## src/uepa_pkg.sv

```systemverilog
// ----------------------------------------------------------------------------
// uepa_pkg - shared types and constants for the endpoint slot allocator
// Request/result layouts, operation and status codes, controller states and
// the receive count word encoder.
// ----------------------------------------------------------------------------
package uepa_pkg;

  // Field widths
  localparam int OP_W   = 3;
  localparam int EP_W   = 4;
  localparam int SIZE_W = 10;
  localparam int ST_W   = 2;
  localparam int OSLOT_W = 3;
  localparam int OADDR_W = 9;
  localparam int CW_W   = 16;

  // Operation codes
  localparam logic [OP_W-1:0] OP_RESTART = 3'd0;
  localparam logic [OP_W-1:0] OP_SET_IN  = 3'd1;
  localparam logic [OP_W-1:0] OP_SET_OUT = 3'd2;
  localparam logic [OP_W-1:0] OP_DBL_IN  = 3'd3;
  localparam logic [OP_W-1:0] OP_DBL_OUT = 3'd4;
  localparam logic [OP_W-1:0] OP_QUERY   = 3'd5;

  // Status codes
  localparam logic [ST_W-1:0] ST_OK      = 2'd0;
  localparam logic [ST_W-1:0] ST_NO_SLOT = 2'd1;
  localparam logic [ST_W-1:0] ST_NO_MEM  = 2'd2;

  // Descriptor table bytes per slot
  localparam int DESC_BYTES = 8;

  // Request payload, last field in the low bits
  typedef struct packed {
    logic [SIZE_W-1:0] size;
    logic [EP_W-1:0]   endpoint;
    logic [OP_W-1:0]   operation;
  } req_t;

  // Result payload, last field in the low bits
  typedef struct packed {
    logic              out_double;
    logic              in_double;
    logic [SIZE_W-1:0] out_size;
    logic [SIZE_W-1:0] in_size;
    logic              receive_ready;
    logic [CW_W-1:0]   count_word;
    logic [OADDR_W-1:0] paired_address;
    logic [OADDR_W-1:0] buffer_address;
    logic [OSLOT_W-1:0] slot;
    logic [ST_W-1:0]   status;
  } res_t;

  // Controller to datapath commands
  typedef struct packed {
    logic capture;
    logic lookup;
    logic commit;
  } ctl_cmd_t;

  typedef enum logic [1:0] {
    S_IDLE,
    S_LOOKUP,
    S_EXEC
  } state_t;

  // Receive count word: 2-byte blocks up to 62 bytes, else 32-byte blocks
  function automatic logic [CW_W-1:0] rx_count_code(input logic [SIZE_W-1:0] n);
    logic [4:0] blocks;
    logic       big;
    begin
      big = (n > 10'd62);
      if (!big) begin
        blocks = n[5:1] + {4'd0, n[0]};
      end else begin
        blocks = n[9:5] - {4'd0, (n[4:0] == 5'd0)};
      end
      rx_count_code = {big, blocks, 10'd0};
    end
  endfunction

endpackage

```

## src/usb_endpoint_slot_and_buffer_allocator.sv

```systemverilog
// ----------------------------------------------------------------------------
// usb_endpoint_slot_and_buffer_allocator - endpoint slot and buffer allocator
// Maps USB endpoints to hardware slots and carves packet buffers downward
// from the top of packet memory.
// ----------------------------------------------------------------------------
// Usage:
//   Requests arrive on the in_ stream (operation, endpoint, size); each one
//   yields exactly one result on the out_ stream. There is no config port.
//   A request is taken in the idle cycle, the slot table is matched in the
//   next cycle and the execute cycle updates the table, the pointer and the
//   result register, so out_tvalid rises once the execute cycle commits.
//   The lookup/execute sequencer handles one request at a time and takes
//   no new request until the last one has left its execute cycle.
//   The result register lets the next request enter while a result waits;
//   if the receiver stalls, that request holds in its execute cycle and
//   in_tready stays low until the waiting result is taken.
//   Reset clears every slot mapping, size, flag and address and returns the
//   allocation pointer to BUFFER_TOP; no clearing pass is needed.
// ----------------------------------------------------------------------------
module usb_endpoint_slot_and_buffer_allocator #(
  parameter int SLOTS      = 8,
  parameter int BUFFER_TOP = 512
) (
  input  logic        clk,
  input  logic        rst_n,
  input  logic        in_tvalid,
  output logic        in_tready,
  input  logic [23:0] in_tdata,   // operation[2:0], endpoint[6:3], size[16:7]
  output logic        out_tvalid,
  input  logic        out_tready,
  output logic [63:0] out_tdata   // status[1:0], slot[4:2], buffer_address[13:5],
                                  // paired_address[22:14], count_word[38:23],
                                  // receive_ready[39], in_size[49:40],
                                  // out_size[59:50], in_double[60], out_double[61]
);
  import uepa_pkg::*;

  ctl_cmd_t cmd;
  req_t     req;
  res_t     res;

  assign req = req_t'(in_tdata[$bits(req_t)-1:0]);

  uepa_ctrl u_ctrl (
    .clk        (clk),
    .rst_n      (rst_n),
    .in_tvalid  (in_tvalid),
    .in_tready  (in_tready),
    .out_tvalid (out_tvalid),
    .out_tready (out_tready),
    .cmd        (cmd)
  );

  uepa_dp #(
    .SLOTS      (SLOTS),
    .BUFFER_TOP (BUFFER_TOP)
  ) u_dp (
    .clk   (clk),
    .rst_n (rst_n),
    .cmd   (cmd),
    .req   (req),
    .res   (res)
  );

  assign out_tdata = {{(64 - $bits(res_t)){1'b0}}, res};

endmodule

```

## src/uepa_ctrl.sv

```systemverilog
// ----------------------------------------------------------------------------
// uepa_ctrl - request sequencer for the endpoint slot allocator
// Takes one request, steps it through lookup and execute, and owns the
// result valid flag so a new request can start while a result waits.
// ----------------------------------------------------------------------------
module uepa_ctrl (
  input  logic               clk,
  input  logic               rst_n,
  input  logic               in_tvalid,
  output logic               in_tready,
  output logic               out_tvalid,
  input  logic               out_tready,
  output uepa_pkg::ctl_cmd_t cmd
);
  import uepa_pkg::*;

  state_t state_r, state_nxt;
  logic   out_valid_r, out_valid_nxt;

  // Next state
  always_comb begin
    state_nxt = state_r;
    case (state_r)
      S_IDLE: begin
        if (in_tvalid) state_nxt = S_LOOKUP;
      end
      S_LOOKUP: state_nxt = S_EXEC;
      S_EXEC: begin
        if (!out_valid_r || out_tready) state_nxt = S_IDLE;
      end
      default: state_nxt = S_IDLE;
    endcase
  end

  // Outputs and commands
  always_comb begin
    in_tready   = 1'b0;
    cmd         = '0;
    case (state_r)
      S_IDLE: begin
        in_tready   = 1'b1;
        cmd.capture = in_tvalid;
      end
      S_LOOKUP: cmd.lookup = 1'b1;
      S_EXEC:   cmd.commit = !out_valid_r || out_tready;
      default: ;
    endcase
  end

  // Result valid: set on commit, cleared when taken
  always_comb begin
    out_valid_nxt = out_valid_r;
    if (cmd.commit) out_valid_nxt = 1'b1;
    else if (out_tready) out_valid_nxt = 1'b0;
  end

  always_ff @(posedge clk) begin
    if (!rst_n) begin
      state_r     <= S_IDLE;
      out_valid_r <= 1'b0;
    end else begin
      state_r     <= state_nxt;
      out_valid_r <= out_valid_nxt;
    end
  end

  assign out_tvalid = out_valid_r;

  a_commit_shows: assert property (@(posedge clk) disable iff (!rst_n)
    cmd.commit |=> out_valid_r)
    else $error("result not presented after commit");

  a_valid_from_commit: assert property (@(posedge clk) disable iff (!rst_n)
    $rose(out_valid_r) |-> $past(cmd.commit))
    else $error("result valid without commit");

  a_one_in_flight: assert property (@(posedge clk) disable iff (!rst_n)
    cmd.capture |=> !in_tready ##1 !in_tready)
    else $error("request accepted while another is in work");

endmodule

```

## src/uepa_dp.sv

```systemverilog
// ----------------------------------------------------------------------------
// uepa_dp - slot table, allocation pointer and result register
// Parallel endpoint match with lowest-index priority, then the size check,
// pointer update, table write and result build in the execute cycle.
// ----------------------------------------------------------------------------
module uepa_dp #(
  parameter int SLOTS      = 8,
  parameter int BUFFER_TOP = 512
) (
  input  logic               clk,
  input  logic               rst_n,
  input  uepa_pkg::ctl_cmd_t cmd,
  input  uepa_pkg::req_t     req,
  output uepa_pkg::res_t     res
);
  import uepa_pkg::*;

  localparam int SW = (SLOTS > 1) ? $clog2(SLOTS) : 1;
  localparam int PW = $clog2(BUFFER_TOP + 1);
  localparam int CW = ((PW > SIZE_W + 1) ? PW : SIZE_W + 1) + 1;

  // Slot table
  logic              valid_r  [SLOTS];
  logic [EP_W-1:0]   ep_r     [SLOTS];
  logic [SIZE_W-1:0] isz_r    [SLOTS];
  logic [SIZE_W-1:0] osz_r    [SLOTS];
  logic              idbl_r   [SLOTS];
  logic              odbl_r   [SLOTS];
  logic [PW-1:0]     tx_r     [SLOTS];
  logic [PW-1:0]     rx_r     [SLOTS];
  logic [PW-1:0]     ptr_r;

  // Request and lookup registers
  req_t          req_r;
  logic [SW-1:0] slot_r;
  logic          found_r;
  logic          claim_r;
  res_t          res_r;

  logic          size_op;
  logic [SLOTS-1:0] hit_vec, free_vec;
  logic [SW-1:0] hit_idx, free_idx;

  assign size_op = (req_r.operation == OP_SET_IN) || (req_r.operation == OP_SET_OUT);

  // Endpoint match and lowest free slot
  always_comb begin
    hit_idx  = '0;
    free_idx = '0;
    for (int i = 0; i < SLOTS; i++) begin
      hit_vec[i]  = valid_r[i] && (ep_r[i] == req_r.endpoint);
      free_vec[i] = !valid_r[i];
    end
    for (int i = SLOTS - 1; i >= 0; i--) begin
      if (hit_vec[i])  hit_idx  = SW'(i);
      if (free_vec[i]) free_idx = SW'(i);
    end
  end

  // Execute: size check, new pointer and result
  logic [SIZE_W-1:0] n;
  logic [CW-1:0]     need;
  logic              too_low;
  logic [CW-1:0]     dec;
  logic [PW-1:0]     ptr_new;
  logic [PW-1:0]     buf_addr;
  logic              op_known;
  logic              dbl_op;
  res_t              res_nxt;
  logic [SIZE_W-1:0] isz_cur, osz_cur;
  logic              idbl_cur, odbl_cur;

  assign dbl_op   = (req_r.operation == OP_DBL_IN) || (req_r.operation == OP_DBL_OUT);
  assign op_known = size_op || dbl_op || (req_r.operation == OP_QUERY);

  always_comb begin
    case (req_r.operation)
      OP_DBL_IN:  n = isz_r[slot_r];
      OP_DBL_OUT: n = osz_r[slot_r];
      default:    n = req_r.size;
    endcase
    need    = CW'(n) + CW'(SLOTS * DESC_BYTES);
    too_low = CW'(ptr_r) < need;
    dec     = size_op ? (CW'(n) + CW'(n[0])) : CW'(n);
    ptr_new = PW'(CW'(ptr_r) - dec);
    buf_addr = {ptr_new[PW-1:1], 1'b0};

    isz_cur  = isz_r[slot_r];
    osz_cur  = osz_r[slot_r];
    idbl_cur = idbl_r[slot_r];
    odbl_cur = odbl_r[slot_r];

    res_nxt = '0;
    if (op_known && !found_r) begin
      res_nxt.status = ST_NO_SLOT;
    end else if (op_known) begin
      res_nxt.slot = OSLOT_W'(slot_r);
      if ((size_op || dbl_op) && too_low) begin
        res_nxt.status = ST_NO_MEM;
      end else begin
        res_nxt.status = ST_OK;
        if (size_op || dbl_op) res_nxt.buffer_address = OADDR_W'(buf_addr);
        case (req_r.operation)
          OP_SET_IN: isz_cur = req_r.size;
          OP_SET_OUT: begin
            osz_cur = req_r.size;
            res_nxt.count_word    = rx_count_code(req_r.size);
            res_nxt.receive_ready = (req_r.endpoint == '0);
          end
          OP_DBL_IN: begin
            idbl_cur = 1'b1;
            res_nxt.paired_address = OADDR_W'(tx_r[slot_r]);
          end
          OP_DBL_OUT: begin
            odbl_cur = 1'b1;
            res_nxt.paired_address = OADDR_W'(rx_r[slot_r]);
            res_nxt.count_word     = rx_count_code(n);
            res_nxt.receive_ready  = 1'b1;
          end
          default: ;
        endcase
      end
      res_nxt.in_size    = isz_cur;
      res_nxt.out_size   = osz_cur;
      res_nxt.in_double  = idbl_cur;
      res_nxt.out_double = odbl_cur;
    end
  end

  // Request capture, lookup and result registers
  always_ff @(posedge clk) begin
    if (cmd.capture) req_r <= req;
    if (cmd.lookup) begin
      slot_r  <= (|hit_vec) ? hit_idx : free_idx;
      found_r <= (|hit_vec) || (size_op && (|free_vec));
      claim_r <= !(|hit_vec) && size_op && (|free_vec);
    end
    if (cmd.commit) res_r <= res_nxt;
  end

  // Slot table and pointer update
  always_ff @(posedge clk) begin
    if (!rst_n) begin
      ptr_r <= PW'(BUFFER_TOP);
      for (int i = 0; i < SLOTS; i++) begin
        valid_r[i] <= 1'b0;
        ep_r[i]    <= '0;
        isz_r[i]   <= '0;
        osz_r[i]   <= '0;
        idbl_r[i]  <= 1'b0;
        odbl_r[i]  <= 1'b0;
        tx_r[i]    <= '0;
        rx_r[i]    <= '0;
      end
    end else if (cmd.commit) begin
      if (req_r.operation == OP_RESTART) ptr_r <= PW'(BUFFER_TOP);
      if (claim_r) begin
        valid_r[slot_r] <= 1'b1;
        ep_r[slot_r]    <= req_r.endpoint;
      end
      if (found_r && (size_op || dbl_op) && !too_low) begin
        ptr_r <= ptr_new;
        case (req_r.operation)
          OP_SET_IN: begin
            isz_r[slot_r] <= req_r.size;
            tx_r[slot_r]  <= buf_addr;
          end
          OP_SET_OUT: begin
            osz_r[slot_r] <= req_r.size;
            rx_r[slot_r]  <= buf_addr;
          end
          OP_DBL_IN: begin
            rx_r[slot_r]   <= buf_addr;
            idbl_r[slot_r] <= 1'b1;
          end
          OP_DBL_OUT: begin
            tx_r[slot_r]   <= rx_r[slot_r];
            rx_r[slot_r]   <= buf_addr;
            odbl_r[slot_r] <= 1'b1;
          end
          default: ;
        endcase
      end
    end
  end

  assign res = res_r;

  a_ptr_in_range: assert property (@(posedge clk) disable iff (!rst_n)
    ptr_r <= PW'(BUFFER_TOP))
    else $error("allocation pointer above buffer top");

  a_slot_kept: assert property (@(posedge clk) disable iff (!rst_n)
    $past(rst_n) && $past(valid_r[slot_r]) && $stable(slot_r) |-> valid_r[slot_r])
    else $error("mapped slot released");

  a_claim_size_only: assert property (@(posedge clk) disable iff (!rst_n)
    cmd.commit && claim_r |-> size_op && found_r)
    else $error("slot claimed by a non-size request");

endmodule
```

## config.mk

```make
export PLATFORM = sky130hd
export DESIGN_NAME = usb_endpoint_slot_and_buffer_allocator
export DESIGN_NICKNAME = d
export VERILOG_FILES = /design/src/uepa_pkg.sv /design/src/usb_endpoint_slot_and_buffer_allocator.sv /design/src/uepa_ctrl.sv /design/src/uepa_dp.sv
export SDC_FILE = /design/constraint.sdc
export NUM_CORES = 1
export LEC_CHECK = 0
export BUFFER_PORTS_ARGS = -buffer_cell sky130_fd_sc_hd__buf_2
export CAP_MARGIN = 20
export CORE_ASPECT_RATIO = 1.1
export CORE_MARGIN = 5
export CORE_UTILIZATION = 40
export CTS_CLUSTER_DIAMETER = 150
export DETAILED_ROUTE_END_ITERATION = 12
export PLACE_DENSITY = 0.56
export SYNTH_ARGS = -nofsm -noshare
export SYNTH_HDL_FRONTEND = slang
export SYNTH_SLANG_ARGS = --single-unit
```

## constraint.sdc

```tcl
create_clock -name clk -period 14.6 [get_ports clk]
set_input_delay 1.46 -clock clk [delete_from_list [all_inputs] [get_ports clk]]
set_output_delay 1.46 -clock clk [all_outputs]
set_load 0.02 [all_outputs]
```

==> results of run 1 <==
-- final cells by class --
| cell class | instances | area share |
|---|---|---|
| flip-flops and latches | 432 | 0.554 |
| clock buffers | 61 | 0.0541 |
| well taps | 660 | 0.0364 |
| clock inverters | 18 | 0.00551 |
| multi-input cells | 989 | 0.309 |
| repair buffers | 133 | 0.0360 |
| inverters | 29 | 0.00479 |
-- sequential cells by signal, indices dropped and copies added (netlist names), named ones only --
register,cells
u_dp.ep_r,32
u_dp.res,50
u_dp.slot_r,3
u_dp.req_r,17
u_dp.valid_r,8
u_ctrl.out_tvalid,1
u_dp.found_r,1
u_dp.idbl_r,8
u_dp.ptr_r,10
u_dp.rx_r,64
u_dp.osz_r,80
u_dp.tx_r,64
u_dp.isz_r,80
u_dp.odbl_r,8
u_ctrl.state_r,2
u_dp.claim_r,1
-- critical path, delay by kind of cell (launching register included) --
kind | cells | cell delay, ns
flip-flops | 1 | 0.56
adder cells (fa/ha/maj) | 3 | 0.84
AND/OR/NAND/NOR | 3 | 0.43
XOR/XNOR | 1 | 0.80
AO/OA/AOI/OAI | 8 | 1.88
multiplexers | 2 | 1.09
buffers and inverters | 2 | 0.88
-- power by group --
part	switching, mW	internal, mW
sequential	0.0282	1.39
clock	0.475	0.606
combinational	0.165	0.0924
-- final timing paths --
check,endpoint,slack (ns),cells past startpoint,start
setup / recovery,u_dp.tx_r[4][8],7.82,19,register
hold reg to reg,u_dp.odbl_r[7],0.45,2,u_dp.odbl_r[7]
hold / removal,u_dp.odbl_r[7],0.45,2,u_dp.odbl_r[7]
setup reg to reg,u_dp.tx_r[4][8],7.82,19,register
-- synthesized netlist by cell type, types with 4 or more instances --
master     instances
xnor2_1           30
a21o_1            17
buf_6             15
nand2_1           73
a221o_1            4
or2_2              7
xor2_1            28
o22ai_1            5
nand3_1           18
dfxtp_1           40
buf_4             18
nand4_1            5
and3_1             7
clkbuf_1          90
a21oi_1           24
o21ai_1            7
o21ai_0           69
ha_1              32
nand3b_1           6
nor4_1            12
inv_1             26
o2bb2ai_1          7
nor2_1           322
nand2b_1           6
mux4_2            64
edfxtp_1         392
mux4_1            12
a22oi_1            4
buf_2             13
nor3_1            84
mux2i_1           36
mux2_2            24
and2_1            20
a211oi_1          10
-- layout by cell type (no fill, tap or decap), drive strengths merged, types with 7 or more instances in the layout --
cell	netlist	final
dfxtp	40	40
conb	1	14
nand2	73	73
clkbuf	90	61
ha	32	32
or2	8	8
nor3	85	85
buf	49	133
edfxtp	392	392
o21ai	76	76
clkinv	3	17
and3	7	7
nor4	13	13
a21oi	25	25
xnor2	30	30
inv	26	26
mux4	76	76
o2bb2ai	7	7
mux2i	36	36
a21o	17	17
nand3	19	19
and2	20	20
a211oi	10	10
nor2	324	324
xor2	28	28
mux2	24	24
-- routing by layer --
metal  share of wire  track usage
met1            0.42        0.251
met2            0.49        0.322
met3           0.068       0.0391
met4           0.024       0.0485
met5               0            0
-- kinds of logic after synthesis --
family | Yosys count
compound gates | 168
xor+xnor | 58
fa+ha+maj | 33
buf+inv | 168
flops | 432
mux | 136
other cells | 1
simple gates | 580
-- per-stage QoR --
step                hold WS (ns)  cells  setup slack (ns)  instance area, µm²
global placement           0.434   2240              7.77               21300
global route               0.475   2322              7.24               22700
finish                     0.455   2322              7.82               22700
CTS                        0.457   2321              7.76               22700
floorplan                  0.423   1589              8.31               20400
detailed placement         0.442   2242              7.79               21300
==> metrics.csv, run 1 <==
metric,value,unit
status,"finished, final reports clean",
Avg Inst Size Synth,12.9,µm²
post-synthesis xor/xnor area fraction,0.0250,
Setup crit start kind,register,
first-pass GRT wire length,80.1,mm
Post-Syn Instances,1576,
GRT Total Usage,0.190,
Final setup viols,0,
Compound-Gate Fraction of Synth Area,0.0523,
largest family of logic cells by synthesized area,simple AND/OR/NAND/NOR gates,
fmax,147,MHz
"Distinct cells, synth",67,
CTS HTree Levels,2,
area occupied by registers,0.0126,mm²
Final nets,1692,
die width,225,µm
synth warn,0,
Worst Path Required,14.91,ns
CTS Hold Bufs,0,
post-DP HPWL,34.2,mm
sequential fraction of the synthesis area,0.618,
LEAKAGE,8.00,nW
largest net degree at the start of global routing,69,
post-synthesis simple-gate area fraction,0.126,
"Primary FF master, synth",edfxtp_1,
initial core utilization,0.405,
Fin Setup TNS,0,ns
Routed WL,53.2,mm
"CTS clk-pin slew, worst paths",0.06,ns
DRT Pass-1 Iters,5,
Filler Cell Count,4577,
via count,12809,
PnR Total Power,2.75,mW
CP max FO,46,
Max-Cap Viols,0,
post-CTS sizing,0,
Synth top area share,0.578,
register bit total from synthesis,432,
PD cells,121,mW/mm²
number of global-route vias before repair,13045,
Post-CTS Setup Bufs,0,
TritonCTS clock tree,done,
buffers added on ports,72,
clk root buf,clkbuf_16,
unrepaired setup endpoints after global routing,false,
HP Class,register to register,
DIE AREA,0.0555,mm²
Synth Cell Area,0.0204,mm²
Worst VDD drop,0.0000767,V
Remaining DRCs,0,
top post-synthesis cells by area,"edfxtp_1, mux4_2, nor2_1",
critical path type,register to register,
ANT nets after route,0,
minimum clock period,6.78,ns
Yosys top cell by area,edfxtp_1,
Multi-input gate area,0.00702,mm²
share of cells above drive strength 1,0.185,
Final period util,0.465,
area delta synth->final,11.6,%
DRT iter0 DRCs,983,
Critical Path AT,7.09,ns
critical path's slowest cell,buf_4,
Synth Area in Adders,0.0207,
Setup Skew,0.0190,ns
crit-path max cell delay,0.80,ns
Core Box Area,0.0503,mm²
number of buffers created by CTS,46,
overall die height,247,µm
# IOs,94,
CP cell instances,"buf_4, mux4_1, mux2i_1, o22ai_1, nor2_1, inv_1, ha_1, ha_1, o21ai_0, ha_1, a21o_1, a21oi_1, o21bai_1, a21oi_1, o21ai_0, xnor2_1, nor2_1, o21ai_1, nor2_1",
Slew Limit Fails,0,
Worst-Skew Late Latency,0.58,ns
Post-synth EDFFs,392,
Critical Path End Type,register,
clk buf depth,3,
drt via density,5.52,
final RePlAce weighted congestion,0.837,
Worst-Margin Slew,1.14,ns
Antenna Diode Count,0,
final hold vios,0,
# rows,86,
Routed WL per cell,22.9,µm
clock sinks,432,
Slew HR,0.235,
Synth async-reset ratio,0,
gr ovfl total,0,
Layout Utilization,0.452,
mux cell area share after synthesis,0.117,
initial antenna violation count,0,
Power figures use the tool's default switching activity.
==> run 2: changes to the inputs <==
--- a/config.mk
+++ b/config.mk
@@ -12,7 +12,7 @@
 export CORE_UTILIZATION = 40
 export CTS_CLUSTER_DIAMETER = 150
 export DETAILED_ROUTE_END_ITERATION = 12
-export PLACE_DENSITY = 0.56
+export PLACE_DENSITY = 0.58
 export SYNTH_ARGS = -nofsm -noshare
 export SYNTH_HDL_FRONTEND = slang
 export SYNTH_SLANG_ARGS = --single-unit
==> constraint.sdc (replaced) <==
create_clock -name clk -period 5.54 [get_ports clk]
set_input_delay 0.554 -clock clk [delete_from_list [all_inputs] [get_ports clk]]
set_output_delay 0.554 -clock clk [all_outputs]
set_load 0.02 [all_outputs]
==> metrics.csv, run 2 (synthesis gave the netlist of run 1 again) <==
metric,value,unit
area delta synth->final,14.3,%
Final setup viols,0,
buffers added on ports,72,
critical path type,register to register,
PD cells,321,mW/mm²
final RePlAce weighted congestion,0.834,
CP bufs+invs,5,
ANT nets after route,0,
overall die height,247,µm
crit-path max cell delay,0.50,ns
Setup Skew,0.0173,ns
Remaining DRCs,0,
Critical Path AT,5.41,ns
"most common cell after layout, fill and taps aside",edfxtp_1,
Crit path max-delay family,compound AO/OA/AOI/OAI gates,
gr ovfl total,0,
clk buf depth,3,
cell count after placement,2292,
number of buffers created by CTS,46,
Core Box Area,0.0503,mm²
post-DP HPWL,35.6,mm
Max-Cap Viols,0,
Largest regs,"u_dp.isz_r: 80 flops, u_dp.osz_r: 80 flops",
Final period util,0.923,
clock sinks,432,
status,"finished, final reports clean",
share of cells above drive strength 1,0.212,
Worst-Skew Late Latency,0.58,ns
Fin Setup TNS,0,ns
Worst-Margin Slew,1.00,ns
HP Class,input port to register,
Routed WL,52.7,mm
die width,225,µm
GRT Total Usage,0.190,
Worst VDD drop,0.000209,V
DIE AREA,0.0555,mm²
TritonCTS clock tree,done,
most frequent cell on the critical path,buf_4,
DRT Pass-1 Iters,5,
Critical Path End Type,register,
CTS HTree Levels,2,
"leading cell types in the layout, fill and taps excluded","edfxtp_1, nor2_1, buf_4",
largest net degree at the start of global routing,71,
Slew HR,0.326,
drt via density,5.46,
"CTS clk-pin slew, worst paths",0.06,ns
# IOs,94,
"non-filler cells, final",2382,
# rows,86,
DRT iter0 DRCs,1315,
Worst Path Required,5.84,ns
minimum clock period,5.11,ns
initial core utilization,0.405,
CP max FO,15,
LEAKAGE,8.32,nW
Filler Cell Count,4481,
final hold vios,0,
Setup crit start kind,register,
first-pass GRT wire length,80.3,mm
Routed WL per cell,22.1,µm
Slew Limit Fails,0,
unrepaired setup endpoints after global routing,false,
clk root buf,clkbuf_16,
fmax,196,MHz
Final nets,1745,
initial antenna violation count,0,
number of global-route vias before repair,13028,
critical path's slowest cell,mux4_2,
CP cell instances,"buf_4, buf_4, mux4_2, mux2i_1, nor2_1, a221oi_2, buf_4, inv_1, ha_1, o21ai_0, ha_1, a21o_1, a21oi_1, o21bai_1, a21oi_1, xor2_1, nor2_1, o21ai_1, buf_4, nor2_1",
via count,13014,
==> run 2: metal layers <==
metal	part of all wire	vias to the layer above	global-route usage
met3	0.061	73	0.0291
met2	0.48	397	0.310
li1	-	5976	-
met4	0.024	0	0.0566
met1	0.44	6568	0.266
met5	0	-	0
==> run 2: report_power, final <==
group	internal (mW)	leakage [nW]	switching, mW
registers	3.65	4.30	0.0647
clock network	1.80	0.722	1.24
logic	0.275	3.30	0.446
total	5.72	8.32	1.75
==> run 2: metrics by stage <==
step / util / power [mW] / instance area (µm²) / hold slack (ns) / worst slack [ns]
floorplan: - / 4.23 / 20400 / 0.423 / 0.160
global placement: 0.433 / 4.49 / 21700 / 0.434 / 0.0325
detailed placement: 0.433 / 4.50 / 21700 / 0.443 / 0.0477
CTS: 0.462 / 7.56 / 23200 / 0.118 / 0.00143
global route: 0.463 / 7.75 / 23300 / 0.132 / 0.0868
finish: 0.463 / 7.48 / 23300 / 0.153 / 0.429
==> run 2: path summary, 6_finish.rpt <==
kind / startpoint / end / slack, ns / cells past startpoint
worst min-delay path: in_tdata[11] / u_dp.req_r[11] / 0.15 / 1
worst max register to register: register / u_dp.tx_r[1][6] / 0.43 / 20
worst min register to register: u_dp.odbl_r[7] / u_dp.odbl_r[7] / 0.46 / 2
worst max-delay path: register / u_dp.tx_r[1][6] / 0.43 / 20
==> run 2: cell type report <==
cell class,instances,area [µm²],area share
diodes,1,2.50,0.000108
clock buffers,62,1270,0.0548
clock inverters,23,213,0.00915
inverters,29,109,0.00468
multi-input cells,989,7020,0.302
flip-flops and latches,432,12600,0.541
well taps,660,826,0.0355
repair buffers,186,1230,0.0530
==> run 2: what timing repair did <==
action / in CTS / in global routing
resized for setup: 0 / 1
hold buffers: 0 / 0
setup endpoints to repair: 0 / 172
buffers inserted: 0 / 4
